==> config.mk <==
export PLATFORM = sky130hd
export DESIGN_NAME = lin_frame_deframer
export DESIGN_NICKNAME = d
export VERILOG_FILES = /design/src/sv/lfd_pkg.sv /design/src/sv/lfd_csr.sv /design/src/sv/lfd_parser.sv /design/src/sv/lfd_rsp_stage.sv /design/src/sv/lin_frame_deframer.sv
export SDC_FILE = /design/constraint.sdc
export NUM_CORES = 1
export LEC_CHECK = 0
export ABC_AREA = 1
export BUFFER_PORTS_ARGS = -buffer_cell sky130_fd_sc_hd__buf_2
export CORE_MARGIN = 2
export CORE_UTILIZATION = 35
export CTS_BUF_LIST = sky130_fd_sc_hd__clkbuf_4
export CTS_CLUSTER_DIAMETER = 60
export DETAILED_ROUTE_END_ITERATION = 6
export PLACE_DENSITY = 0.52
export SLEW_MARGIN = 20
export SYNTH_ARGS = -nofsm -noshare
export SYNTH_HDL_FRONTEND = slang
export SYNTH_SLANG_ARGS = --single-unit
==> constraint.sdc <==
create_clock -name clock -period 6.05 [get_ports clock]
set_input_delay 1.21 -clock clock [delete_from_list [all_inputs] [get_ports clock]]
set_output_delay 1.21 -clock clock [all_outputs]
set_load 0.01 [all_outputs]
==> src/sv/lfd_pkg.sv <==
// ----------------------------------------------------------------------------
// lfd_pkg
// shared types and constants of the lin frame deframer
// ----------------------------------------------------------------------------
package lfd_pkg;

   localparam int MAX_DATA_BYTES = 8;
   localparam int IDX_W          = $clog2(MAX_DATA_BYTES + 1);
   localparam int SLOT_W         = (MAX_DATA_BYTES > 1) ? $clog2(MAX_DATA_BYTES) : 1;
   localparam int BYTE_W         = 8;
   localparam int LEN_W          = 4;
   localparam int CSR_IDX_W      = 2;
   localparam int CSR_DATA_W     = 8;

   // register indexes of the csr port
   localparam logic [CSR_IDX_W-1:0] CSR_SYNC_VALUE    = 2'd0;
   localparam logic [CSR_IDX_W-1:0] CSR_DATA_LENGTH   = 2'd1;
   localparam logic [CSR_IDX_W-1:0] CSR_CHECKSUM_MODE = 2'd2;

   // reset values of the registers
   localparam logic [BYTE_W-1:0] SYNC_RESET = 8'h55;
   localparam logic [LEN_W-1:0]  LEN_RESET  = 4'd8;
   localparam logic              MODE_RESET = 1'b1;

   localparam logic MODE_CLASSIC  = 1'b0;
   localparam logic MODE_ENHANCED = 1'b1;

   typedef enum logic [1:0] {
      PH_HUNT = 2'd0,
      PH_PID  = 2'd1,
      PH_DATA = 2'd2
   } phase_type;

   typedef struct packed {
      logic [BYTE_W-1:0] sync_value;
      logic [LEN_W-1:0]  data_length;
      logic              checksum_mode;
   } cfg_type;

   typedef struct packed {
      logic [BYTE_W-1:0]                     frame_pid;
      logic [MAX_DATA_BYTES-1:0][BYTE_W-1:0] data;
      logic                                  checksum_ok;
      logic                                  fell_back_classic;
      logic                                  parity_ok;
   } rsp_type;

endpackage

==> src/sv/lfd_csr.sv <==
// ----------------------------------------------------------------------------
// lfd_csr
// configuration registers written through the csr port
// ----------------------------------------------------------------------------
module lfd_csr (
   input  logic                            clock,
   input  logic                            reset,
   input  logic                            csr_we,
   input  logic [lfd_pkg::CSR_IDX_W-1:0]   csr_index,
   input  logic [lfd_pkg::CSR_DATA_W-1:0]  csr_wdata,
   output lfd_pkg::cfg_type                cfg
);

   lfd_pkg::cfg_type cfg_ff;
   lfd_pkg::cfg_type cfg_in;

   always_comb begin
      cfg_in = cfg_ff;
      if (csr_we) begin
         unique case (csr_index)
            lfd_pkg::CSR_SYNC_VALUE:    cfg_in.sync_value    = csr_wdata[lfd_pkg::BYTE_W-1:0];
            lfd_pkg::CSR_DATA_LENGTH:   cfg_in.data_length   = csr_wdata[lfd_pkg::LEN_W-1:0];
            lfd_pkg::CSR_CHECKSUM_MODE: cfg_in.checksum_mode = csr_wdata[0];
            default:                    cfg_in = cfg_ff;
         endcase
      end
   end

   always_ff @(posedge clock) begin
      if (reset) begin
         cfg_ff.sync_value    <= lfd_pkg::SYNC_RESET;
         cfg_ff.data_length   <= lfd_pkg::LEN_RESET;
         cfg_ff.checksum_mode <= lfd_pkg::MODE_RESET;
      end else begin
         cfg_ff <= cfg_in;
      end
   end

   assign cfg = cfg_ff;

endmodule

==> src/sv/lfd_parser.sv <==
// ----------------------------------------------------------------------------
// lfd_parser
// frame state machine, data store, running checksums and frame checks
// ----------------------------------------------------------------------------
module lfd_parser (
   input  logic                         clock,
   input  logic                         reset,
   input  logic                         step,
   input  logic [lfd_pkg::BYTE_W-1:0]   rx_byte,
   input  lfd_pkg::cfg_type             cfg,
   output logic                         emit,
   output lfd_pkg::rsp_type             rsp
);

   lfd_pkg::phase_type               phase_ff, phase_in;
   logic [lfd_pkg::IDX_W-1:0]        idx_ff, idx_in;
   logic [lfd_pkg::BYTE_W-1:0]       pid_ff, pid_in;
   logic [lfd_pkg::BYTE_W-1:0]       enh_ff, enh_in;
   logic [lfd_pkg::BYTE_W-1:0]       cls_ff, cls_in;
   logic [lfd_pkg::BYTE_W-1:0]       store_ff [lfd_pkg::MAX_DATA_BYTES];
   logic [lfd_pkg::IDX_W-1:0]        len_eff;
   logic                             take_data;
   logic [lfd_pkg::BYTE_W-1:0]       enh_ck;
   logic [lfd_pkg::BYTE_W-1:0]       cls_ck;

   // ones' complement byte add
   function automatic logic [lfd_pkg::BYTE_W-1:0] eac_add(
      input logic [lfd_pkg::BYTE_W-1:0] a,
      input logic [lfd_pkg::BYTE_W-1:0] b
   );
      logic [lfd_pkg::BYTE_W:0] s;
      s = {1'b0, a} + {1'b0, b};
      return s[lfd_pkg::BYTE_W-1:0] + {{(lfd_pkg::BYTE_W-1){1'b0}}, s[lfd_pkg::BYTE_W]};
   endfunction

   function automatic logic parity_good(input logic [lfd_pkg::BYTE_W-1:0] pid);
      logic p0, p1;
      p0 = pid[0] ^ pid[1] ^ pid[2] ^ pid[4];
      p1 = ~(pid[1] ^ pid[3] ^ pid[4] ^ pid[5]);
      return (pid[6] == p0) && (pid[7] == p1);
   endfunction

   // clamp length into one to max
   always_comb begin
      priority if (cfg.data_length == '0) begin
         len_eff = lfd_pkg::IDX_W'(1);
      end else if (lfd_pkg::IDX_W'(cfg.data_length) > lfd_pkg::IDX_W'(lfd_pkg::MAX_DATA_BYTES)
                   || (lfd_pkg::LEN_W > lfd_pkg::IDX_W
                       && (cfg.data_length >> lfd_pkg::IDX_W) != '0)) begin
         len_eff = lfd_pkg::IDX_W'(lfd_pkg::MAX_DATA_BYTES);
      end else begin
         len_eff = lfd_pkg::IDX_W'(cfg.data_length);
      end
   end

   assign take_data = (idx_ff < len_eff);

   // next phase
   always_comb begin
      phase_in = phase_ff;
      if (step) begin
         unique case (phase_ff)
            lfd_pkg::PH_PID:  phase_in = lfd_pkg::PH_DATA;
            lfd_pkg::PH_DATA: phase_in = take_data ? lfd_pkg::PH_DATA : lfd_pkg::PH_HUNT;
            default:          phase_in = (rx_byte == cfg.sync_value) ? lfd_pkg::PH_PID
                                                                     : lfd_pkg::PH_HUNT;
         endcase
      end
   end

   // datapath next values
   always_comb begin
      idx_in = idx_ff;
      pid_in = pid_ff;
      enh_in = enh_ff;
      cls_in = cls_ff;
      if (step) begin
         unique case (phase_ff)
            lfd_pkg::PH_PID: begin
               pid_in = rx_byte;
               cls_in = '0;
               enh_in = rx_byte;
               idx_in = '0;
            end
            lfd_pkg::PH_DATA: begin
               if (take_data) begin
                  cls_in = eac_add(cls_ff, rx_byte);
                  enh_in = eac_add(enh_ff, rx_byte);
                  idx_in = idx_ff + lfd_pkg::IDX_W'(1);
               end else begin
                  idx_in = '0;
               end
            end
            default: begin
               idx_in = idx_ff;
            end
         endcase
      end
   end

   // result of the checksum byte
   assign emit   = (phase_ff == lfd_pkg::PH_DATA) && !take_data;
   assign enh_ck = ~enh_ff;
   assign cls_ck = ~cls_ff;

   always_comb begin
      rsp.frame_pid = pid_ff;
      for (int i = 0; i < lfd_pkg::MAX_DATA_BYTES; i++) begin
         rsp.data[i] = (lfd_pkg::IDX_W'(i) < idx_ff) ? store_ff[i] : '0;
      end
      if (cfg.checksum_mode == lfd_pkg::MODE_ENHANCED) begin
         rsp.checksum_ok       = (enh_ck == rx_byte) || (cls_ck == rx_byte);
         rsp.fell_back_classic = (enh_ck != rx_byte) && (cls_ck == rx_byte);
      end else begin
         rsp.checksum_ok       = (cls_ck == rx_byte);
         rsp.fell_back_classic = 1'b0;
      end
      rsp.parity_ok = parity_good(pid_ff);
   end

   always_ff @(posedge clock) begin
      if (reset) begin
         phase_ff <= lfd_pkg::PH_HUNT;
         idx_ff   <= '0;
      end else begin
         phase_ff <= phase_in;
         idx_ff   <= idx_in;
      end
   end

   always_ff @(posedge clock) begin
      pid_ff <= pid_in;
      enh_ff <= enh_in;
      cls_ff <= cls_in;
      if (step && phase_ff == lfd_pkg::PH_DATA && take_data) begin
         store_ff[idx_ff[lfd_pkg::SLOT_W-1:0]] <= rx_byte;
      end
   end

endmodule

==> src/sv/lfd_rsp_stage.sv <==
// ----------------------------------------------------------------------------
// lfd_rsp_stage
// result register with valid and ready toward the consumer
// ----------------------------------------------------------------------------
module lfd_rsp_stage (
   input  logic              clock,
   input  logic              reset,
   input  logic              load,
   input  lfd_pkg::rsp_type  rsp_next,
   input  logic              rsp_ready,
   output logic              rsp_valid,
   output logic              free,
   output lfd_pkg::rsp_type  rsp
);

   logic             vld_ff, vld_in;
   lfd_pkg::rsp_type rsp_ff;

   assign free = !vld_ff || rsp_ready;

   always_comb begin
      priority if (load) begin
         vld_in = 1'b1;
      end else if (rsp_ready) begin
         vld_in = 1'b0;
      end else begin
         vld_in = vld_ff;
      end
   end

   always_ff @(posedge clock) begin
      if (reset) begin
         vld_ff <= 1'b0;
      end else begin
         vld_ff <= vld_in;
      end
   end

   always_ff @(posedge clock) begin
      if (load) begin
         rsp_ff <= rsp_next;
      end
   end

   assign rsp_valid = vld_ff;
   assign rsp       = rsp_ff;

endmodule

==> src/sv/lin_frame_deframer.sv <==
// result path: the held checksum byte's frame result is loaded into the result register
// throughput: one byte per cycle; the input register takes a new byte every cycle while
//   bytes flow, and stalls only when a checksum byte meets a full, unread result register
// reset: synchronous, active high; registers return to sync 0x55, length 8, enhanced mode,
//   and the parser returns to hunting for sync with both channels empty
// ----------------------------------------------------------------------------
// lin_frame_deframer
// lin frame parser: sync hunt, pid, data bytes and checksum, with pid parity and
// classic / enhanced checksum checks
// ----------------------------------------------------------------------------
module lin_frame_deframer (
   input  logic                            clock,
   input  logic                            reset,
   // configuration writes
   input  logic                            csr_we,
   input  logic [lfd_pkg::CSR_IDX_W-1:0]   csr_index,
   input  logic [lfd_pkg::CSR_DATA_W-1:0]  csr_wdata,
   // received bytes
   input  logic                            req_valid,
   output logic                            req_ready,
   input  logic [7:0]                      req_rx_byte,
   // frame results
   output logic                            rsp_valid,
   input  logic                            rsp_ready,
   output logic [7:0]                      rsp_frame_pid,
   output logic [7:0]                      rsp_data_0,
   output logic [7:0]                      rsp_data_1,
   output logic [7:0]                      rsp_data_2,
   output logic [7:0]                      rsp_data_3,
   output logic [7:0]                      rsp_data_4,
   output logic [7:0]                      rsp_data_5,
   output logic [7:0]                      rsp_data_6,
   output logic [7:0]                      rsp_data_7,
   output logic                            rsp_checksum_ok,
   output logic                            rsp_fell_back_classic,
   output logic                            rsp_parity_ok
);

   lfd_pkg::cfg_type cfg;
   lfd_pkg::rsp_type rsp_next;
   lfd_pkg::rsp_type rsp_q;

   // input register holding one accepted byte
   logic                          in_vld_ff, in_vld_in;
   logic [lfd_pkg::BYTE_W-1:0]    in_byte_ff;

   logic emit;      // held byte is a checksum byte and produces a frame result
   logic out_free;  // result register can take a new frame this cycle
   logic advance;   // held byte is consumed by the parser this cycle

   lfd_csr u_csr (
      .clock     (clock),
      .reset     (reset),
      .csr_we    (csr_we),
      .csr_index (csr_index),
      .csr_wdata (csr_wdata),
      .cfg       (cfg)
   );

   // a checksum byte waits for room in the result register, all others pass freely
   assign advance   = in_vld_ff && (!emit || out_free);
   assign req_ready = !in_vld_ff || advance;

   always_comb begin
      priority if (req_valid && req_ready) begin
         in_vld_in = 1'b1;
      end else if (advance) begin
         in_vld_in = 1'b0;
      end else begin
         in_vld_in = in_vld_ff;
      end
   end

   always_ff @(posedge clock) begin
      if (reset) begin
         in_vld_ff <= 1'b0;
      end else begin
         in_vld_ff <= in_vld_in;
      end
   end

   // payload register, no reset needed
   always_ff @(posedge clock) begin
      if (req_valid && req_ready) begin
         in_byte_ff <= req_rx_byte;
      end
   end

   lfd_parser u_parser (
      .clock   (clock),
      .reset   (reset),
      .step    (advance),
      .rx_byte (in_byte_ff),
      .cfg     (cfg),
      .emit    (emit),
      .rsp     (rsp_next)
   );

   lfd_rsp_stage u_rsp_stage (
      .clock     (clock),
      .reset     (reset),
      .load      (advance && emit),
      .rsp_next  (rsp_next),
      .rsp_ready (rsp_ready),
      .rsp_valid (rsp_valid),
      .free      (out_free),
      .rsp       (rsp_q)
   );

   // unpack the frame result onto the ports
   assign rsp_frame_pid         = rsp_q.frame_pid;
   assign rsp_data_0            = rsp_q.data[0];
   assign rsp_data_1            = rsp_q.data[1];
   assign rsp_data_2            = rsp_q.data[2];
   assign rsp_data_3            = rsp_q.data[3];
   assign rsp_data_4            = rsp_q.data[4];
   assign rsp_data_5            = rsp_q.data[5];
   assign rsp_data_6            = rsp_q.data[6];
   assign rsp_data_7            = rsp_q.data[7];
   assign rsp_checksum_ok       = rsp_q.checksum_ok;
   assign rsp_fell_back_classic = rsp_q.fell_back_classic;
   assign rsp_parity_ok         = rsp_q.parity_ok;

endmodule

* Word-level counts from Yosys, hierarchy flattened
Memory sizes are Yosys's and may differ from the RTL's. A register that Yosys moved wholly into a read port is not among the register bits.
Cells that the tools add are included.
** Storage, ports and cells
- Register bits after elaboration :: 64
- Memories :: 1
- Memory bits (writable) :: 64
- Input port bits :: 23
** Cells by class
- Bitwise gates (word level) :: 9
- Multiplexer cells :: 18
- Equality and inequality tests :: 11
- $lt $le $gt $ge :: 10
- $add $sub $neg :: 5
- Reductions and logical operators :: 35
** Memories
- u_parser.store_ff :: words 8, bits a word 8, read ports 8, clocked after memory_dff 8, wr ports 1, line lfd_parser.sv:20 : logic [lfd_pkg::BYTE_W-1:0] store_ff [lfd_pkg::MAX_DATA_BYTES];
** Operators with widths (count)
- case mux 8 bit (2 select lines) :: 2
- == test 8 bit :: 3
- adder 8 x 8 -> 9 bit :: 2
- adder 8 x 1 -> 8 bit :: 2
- less-than comparator 3 x 4 -> 1 bit, first input constant :: 4
- 2-to-1 mux 8 bit :: 2
- NOT 8 bit :: 2
- logical NOT 1 bit :: 12
- 2-to-1 mux 4 bit :: 3
- AND reduction 2 bit :: 5
- logical AND 1 bit :: 8
- less-than comparator 1 x 4 -> 1 bit, first input constant :: 2
- less-than comparator 2 x 4 -> 1 bit, first input constant :: 2
- != test 8 bit :: 1
- case mux 4 bit (2 select lines) :: 1
- 2-to-1 mux 1 bit :: 7
- nonzero test 2 bit :: 3
- XOR 1 bit :: 6
- adder 4 x 1 -> 4 bit, second input constant :: 1
- == test 2 x 1 -> 1 bit, second input constant :: 2
- == test 2 bit, second input constant :: 2
- greater-than comparator 4 bit, second input constant :: 1
- logical NOT 4 bit :: 1
- logical OR 1 bit :: 4
- 8 further kinds :: 10

* Depth between registers and ports, before layout
- Depth in word-level cells :: 13
- Mapped depth :: 16
- Mapped depth without buffers :: 16

* Modules after synthesis
Synthesis repeated with hierarchy kept, for this count alone.
** Unflattened totals
- Cells, all modules :: 739
- Area total of the unflattened synthesis :: 8246.7 um^2
** By module, submodules not included
- lfd_parser :: times used 1, cells each 564, area an instance 5048.6 um^2, seq. area each 2762.6 um^2
- lfd_rsp_stage :: times used 1, cells each 80, area an instance 2294.7 um^2, seq. area each 2272.2 um^2
- lfd_csr :: times used 1, cells each 77, area an instance 593.1 um^2, seq. area each 260.2 um^2
- lin_frame_deframer :: times used 1, cells each 18, area an instance 310.3 um^2, seq. area each 260.2 um^2

* Worst setup path after synthesis
Ideal clock, no wire load.
- Path kind :: in2reg
- From :: input port rsp_ready
- To :: register u_rsp_stage.rsp_ff, in the netlist u_rsp_stage.rsp[0] (enable)
- Setup slack :: 2.599 ns
- Arrival time :: 3.022 ns
- Data required time :: 5.621 ns
- Stages :: 6
- Path through :: nor2_1 > nand3_2 > nand2_1 > inv_2 > nand2_1 > inv_1
** On the way
- Cells in the longest elaborated chain, start to end :: 4
** Ends and longest elaborated chain
- from (decl) :: line lin_frame_deframer.sv:24 : input logic rsp_ready,
- logical OR 1 bit :: line lfd_rsp_stage.sv:19 : assign free = !vld_ff || rsp_ready;
- logical OR 1 bit :: line lin_frame_deframer.sv:61 : assign advance = in_vld_ff && (!emit || out_free);
- logical AND 1 bit :: line lin_frame_deframer.sv:61
- logical AND 1 bit :: line lin_frame_deframer.sv:102 : .load (advance && emit),
- via u_rsp_stage.load :: line lfd_rsp_stage.sv:8 : input logic load,
- to (signal assigned) :: line lfd_rsp_stage.sv:41 : rsp_ff <= rsp_next;
- to (decl) :: line lfd_rsp_stage.sv:17 : lfd_pkg::rsp_type rsp_ff;
The timed path passes the listed nets, and every way through them passes these cells.
A chain may end at the register's enable or synchronous reset.

* Worst setup path in the final report
- From :: register u_parser.idx_ff[3] (netlist bit)
- To :: output port req_ready
** On the way
- Cells in the longest elaborated chain, start to end :: 7
** Ends and longest elaborated chain
- from (decl) :: line lfd_parser.sv:16 : logic [lfd_pkg::IDX_W-1:0] idx_ff, idx_in;
- from (signal assigned) :: line lfd_parser.sv:127 : idx_ff <= idx_in;
- less-than comparator 4 bit :: line lfd_parser.sv:56 : assign take_data = (idx_ff < len_eff);
- logical NOT 1 bit :: line lfd_parser.sv:102 : assign emit = (phase_ff == lfd_pkg::PH_DATA) && !take_data;
- logical AND 1 bit :: line lfd_parser.sv:102
- logical NOT 1 bit :: line lin_frame_deframer.sv:61
- logical OR 1 bit :: line lin_frame_deframer.sv:61
- logical AND 1 bit :: line lin_frame_deframer.sv:61
- logical OR 1 bit :: line lin_frame_deframer.sv:62 : assign req_ready = !in_vld_ff || advance;
- to (decl) :: line lin_frame_deframer.sv:20 : output logic req_ready,
No other way between the ends.

==> qor.txt <==
GP Congestion -> 0.831
Unrepaired setup endpoints after global routing -> false
Top cell type by total area after synthesis -> edfxtp_1
Primary FF master, synth -> edfxtp_1
Worst skew pair latency -> 560 ps
Detailed Route WL -> 17200 um
Cts hold-fix bufs -> 0
Cell count after synthesis -> 699
CP max-delay cell -> dfxtp_1
# Post-CTS Setup Buffers -> 0
R2R setup slack -> 2770 ps
Drt initial violations -> 393
Die area -> 0.0246 mm^2
Overflow after GRT -> 0
Setup ws final -> 2480 ps
Register Area -> 0.00556 mm^2
Pleak -> 3.97 nW
Simple-Gate Fraction of Synth Area -> 14.3%
Compound-Gate Fraction of Synth Area -> 4.15%
Die Ht -> 157 um
Row count -> 55
CP required -> 4840 ps
Met3 wire length -> 865 um
Yosys top cell area share -> 62.9%
Final Max Tran Viols -> 0
Post-synthesis mux area share -> 0%
Multi-input gate area -> 0.00209 mm^2
Clock period minus worst slack -> 3570 ps
Clock sinks -> 192
Post-synth EDFFs -> 171
Max incr delay on CP -> 690 ps
Io pins -> 100
Critical Path Source Type -> register
Fmax -> 0.280 GHz
Netlist Area Pre-Place -> 0.00817 mm^2
CP max FO -> 15
Max-cap violations -> 0
Final nets -> 872
Status -> finished clean
Area grow syn2layout -> 14.8%
Number of antenna violations at the first check in global routing -> 0
GRT Resource Usage Total -> 14.4%
Met2 wire length -> 7740 um
Vias in the first global route -> 4721
Crit Path Category -> reg -> out
Largest net degree at the start of global routing -> 40
DR top layer -> met4
Port buffer count -> 99
Avg Cell Area, Syn -> 11.7 um^2
Num CTS Buffers -> 17
Placed wire-length estimate -> 11900 um
Share of cells above drive strength 1 -> 20.8%
H-Tree Level Count -> 4
Max IR drop VDD -> 111 uV
Worst hold margin -> 498 ps
Worst slack at placement -> 2710 ps
Slew @ Worst Pin -> 842 ps
Register area share after synthesis -> 68.0%
Synthesized-area fraction occupied by adder cells -> 4.63%
Largest family of logic cells by synthesized area -> simple AND/OR/NAND/NOR gates
Syn nets -> 751
CP Data Arrival Time -> 2360 ps
Clock-pin slew on the worst setup and hold paths -> 160 ps
Synth Area in XOR/XNOR -> 2.42%
CTS root buf -> clkbuf_4
First-pass GRT wire length -> 26200 um
Top post-synthesis cells by area -> edfxtp_1 (63%), inv_1 (5.6%), dfxtp_1 (5.1%)
Slew HR -> 43.4%
# fillers -> 2188
Ys Warns -> 0
CTS max path bufs -> 2
Power per Cell Area -> 248 mW/mm^2
Initial Utilization -> 35.9%
Cell mode on critical path -> nand2_1
# diodes -> 0
Via count -> 4982
Yosys reg bits -> 192
Core Region -> 0.0228 mm^2
Share of flip-flops with an asynchronous set or reset -> 0%
Die W -> 157 um
Post-route ant nets -> 0
WL per Instance -> 15.0 um
Met1 wire length -> 8310 um
Yosys cell types -> 42
CTS tree -> yes
Worst clock skew -> 27.0 ps
Cell breakdown of the critical path -> ha_1 > a21oi_1 > nand2_1 > nand2_1 > inv_1 > nand3_1 > buf_2
Vias per cell -> 4.35
PostCTS Resize Cnt -> 0
Final hold vios -> 0
Setup_tns -> 0 ps
HP Class -> reg -> reg
Final period utilization -> 59.1%
Endpoints failing setup -> 0
TritonRoute pass-1 iters -> 4
Number of remaining DRC errors -> 0
Worst Setup End Kind -> output pin
[cell usage after synthesis, drive strengths merged (2+ instances only)]
cell    count
clkbuf      3
nand4       9
o211ai      3
nor3b       2
nor2      103
nor4        4
clkinv      4
nand3      26
nand3b      2
buf         3
nor3       10
nand2     108
dfxtp      21
o21ai      22
a21oi      27
edfxtp    171
xor2       10
xnor2      10
inv       124
ha         27
fa          2
or2         4
[layout make-up]
class / count / share of cell area, %
clock buffers: 17 / 1.36
clock inverters: 15 / 1.74
inverters: 128 / 5.14
multi-input cells: 373 / 22.3
flip-flops and latches: 192 / 59.3
well taps: 313 / 4.18
repair buffers: 108 / 6.01
[where the power goes]
part	internal, mW	total (mW)	switching [mW]
Clock	0.192	0.682	0.490
Sequential	1.45	1.47	0.0241
Combinational	0.0589	0.164	0.105
[worst max-delay path: cells and delay by family, from the launching register on]
kind / cells / cell delay [ps]
AO/OA/AOI/OAI: 1 / 210
adder cells (fa/ha/maj): 1 / 350
buffers and inverters: 2 / 230
flip-flops: 1 / 690
AND/OR/NAND/NOR: 3 / 340
[path summary, 6_finish.rpt]
path                                  endpoint                       startpoint  cells after the start
min reg2reg      u_rsp_stage.rsp[72]$_DFFE_PP_     u_parser.pid_ff[5]$_DFFE_PP_                      0
min              u_rsp_stage.rsp[72]$_DFFE_PP_     u_parser.pid_ff[5]$_DFFE_PP_                      0
max                                  req_ready  u_parser.idx_ff[3]$_SDFFE_PP0P_                      7
max reg2reg  u_rsp_stage.rsp[43]$_SDFFCE_PP0P_  u_parser.idx_ff[3]$_SDFFE_PP0P_                      9
[metal layers]
metal | vias up | GRT usage [%]
met5 | - | 0
met3 | 15 | 2.99
met2 | 116 | 22.8
met1 | 2287 | 20.1
li1 | 2564 | -
met4 | 0 | 4.15
[cell usage in the layout, fill, tap and decap left out, drive strengths merged, types with 2 or more instances in the layout]
master and count:
nand3 26, nor3 10, clkbuf 17, buf 108, nor4 4, nand4 9, nor3b 2, a21oi 27
edfxtp 171, xor2 10, fa 2, inv 132, nor2 103, ha 27, nand3b 2, o21ai 22
nand2 108, o211ai 3, dfxtp 21, xnor2 10, clkinv 10, or2 4
[stage by stage]
stage / total power [mW] / utilization (%) / cells / cell area, um^2
CTS: 2.35 / 41.1 / 1146 / 9370
floorplan: 1.61 / - / 699 / 8170
detailed placement: 1.67 / 39.9 / 1114 / 9080
finish: 2.32 / 41.2 / 1146 / 9370
global route: 2.42 / 41.2 / 1146 / 9370
global placement: 1.67 / 39.8 / 1114 / 9070
[flip-flops by register name, summed over array words and instances, names as in the netlist]
| register | flops |
|---|---|
| u_parser.store_ff | 64 |
| u_parser.enh_ff | 8 |
| u_parser.pid_ff | 8 |
| u_rsp_stage.rsp_valid | 1 |
| u_parser.cls_ff | 8 |
| u_parser.phase_ff | 2 |
| u_rsp_stage.rsp | 75 |
| u_csr.cfg | 13 |
| u_parser.idx_ff | 4 |
| in_byte_ff | 8 |
| in_vld_ff | 1 |
[logic make-up (layout without fill, tap and decap cells)]
family / count (synthesis) / after routing
adders and majority gates: 29 / 29
AOI/OAI and AO/OA: 56 / 56
and+or+nand+nor: 268 / 268
xor gates and xnor gates: 20 / 20
DFF: 192 / 192
buffers and inverters: 134 / 268
Note: power is estimated with default switching activity, not from simulation.
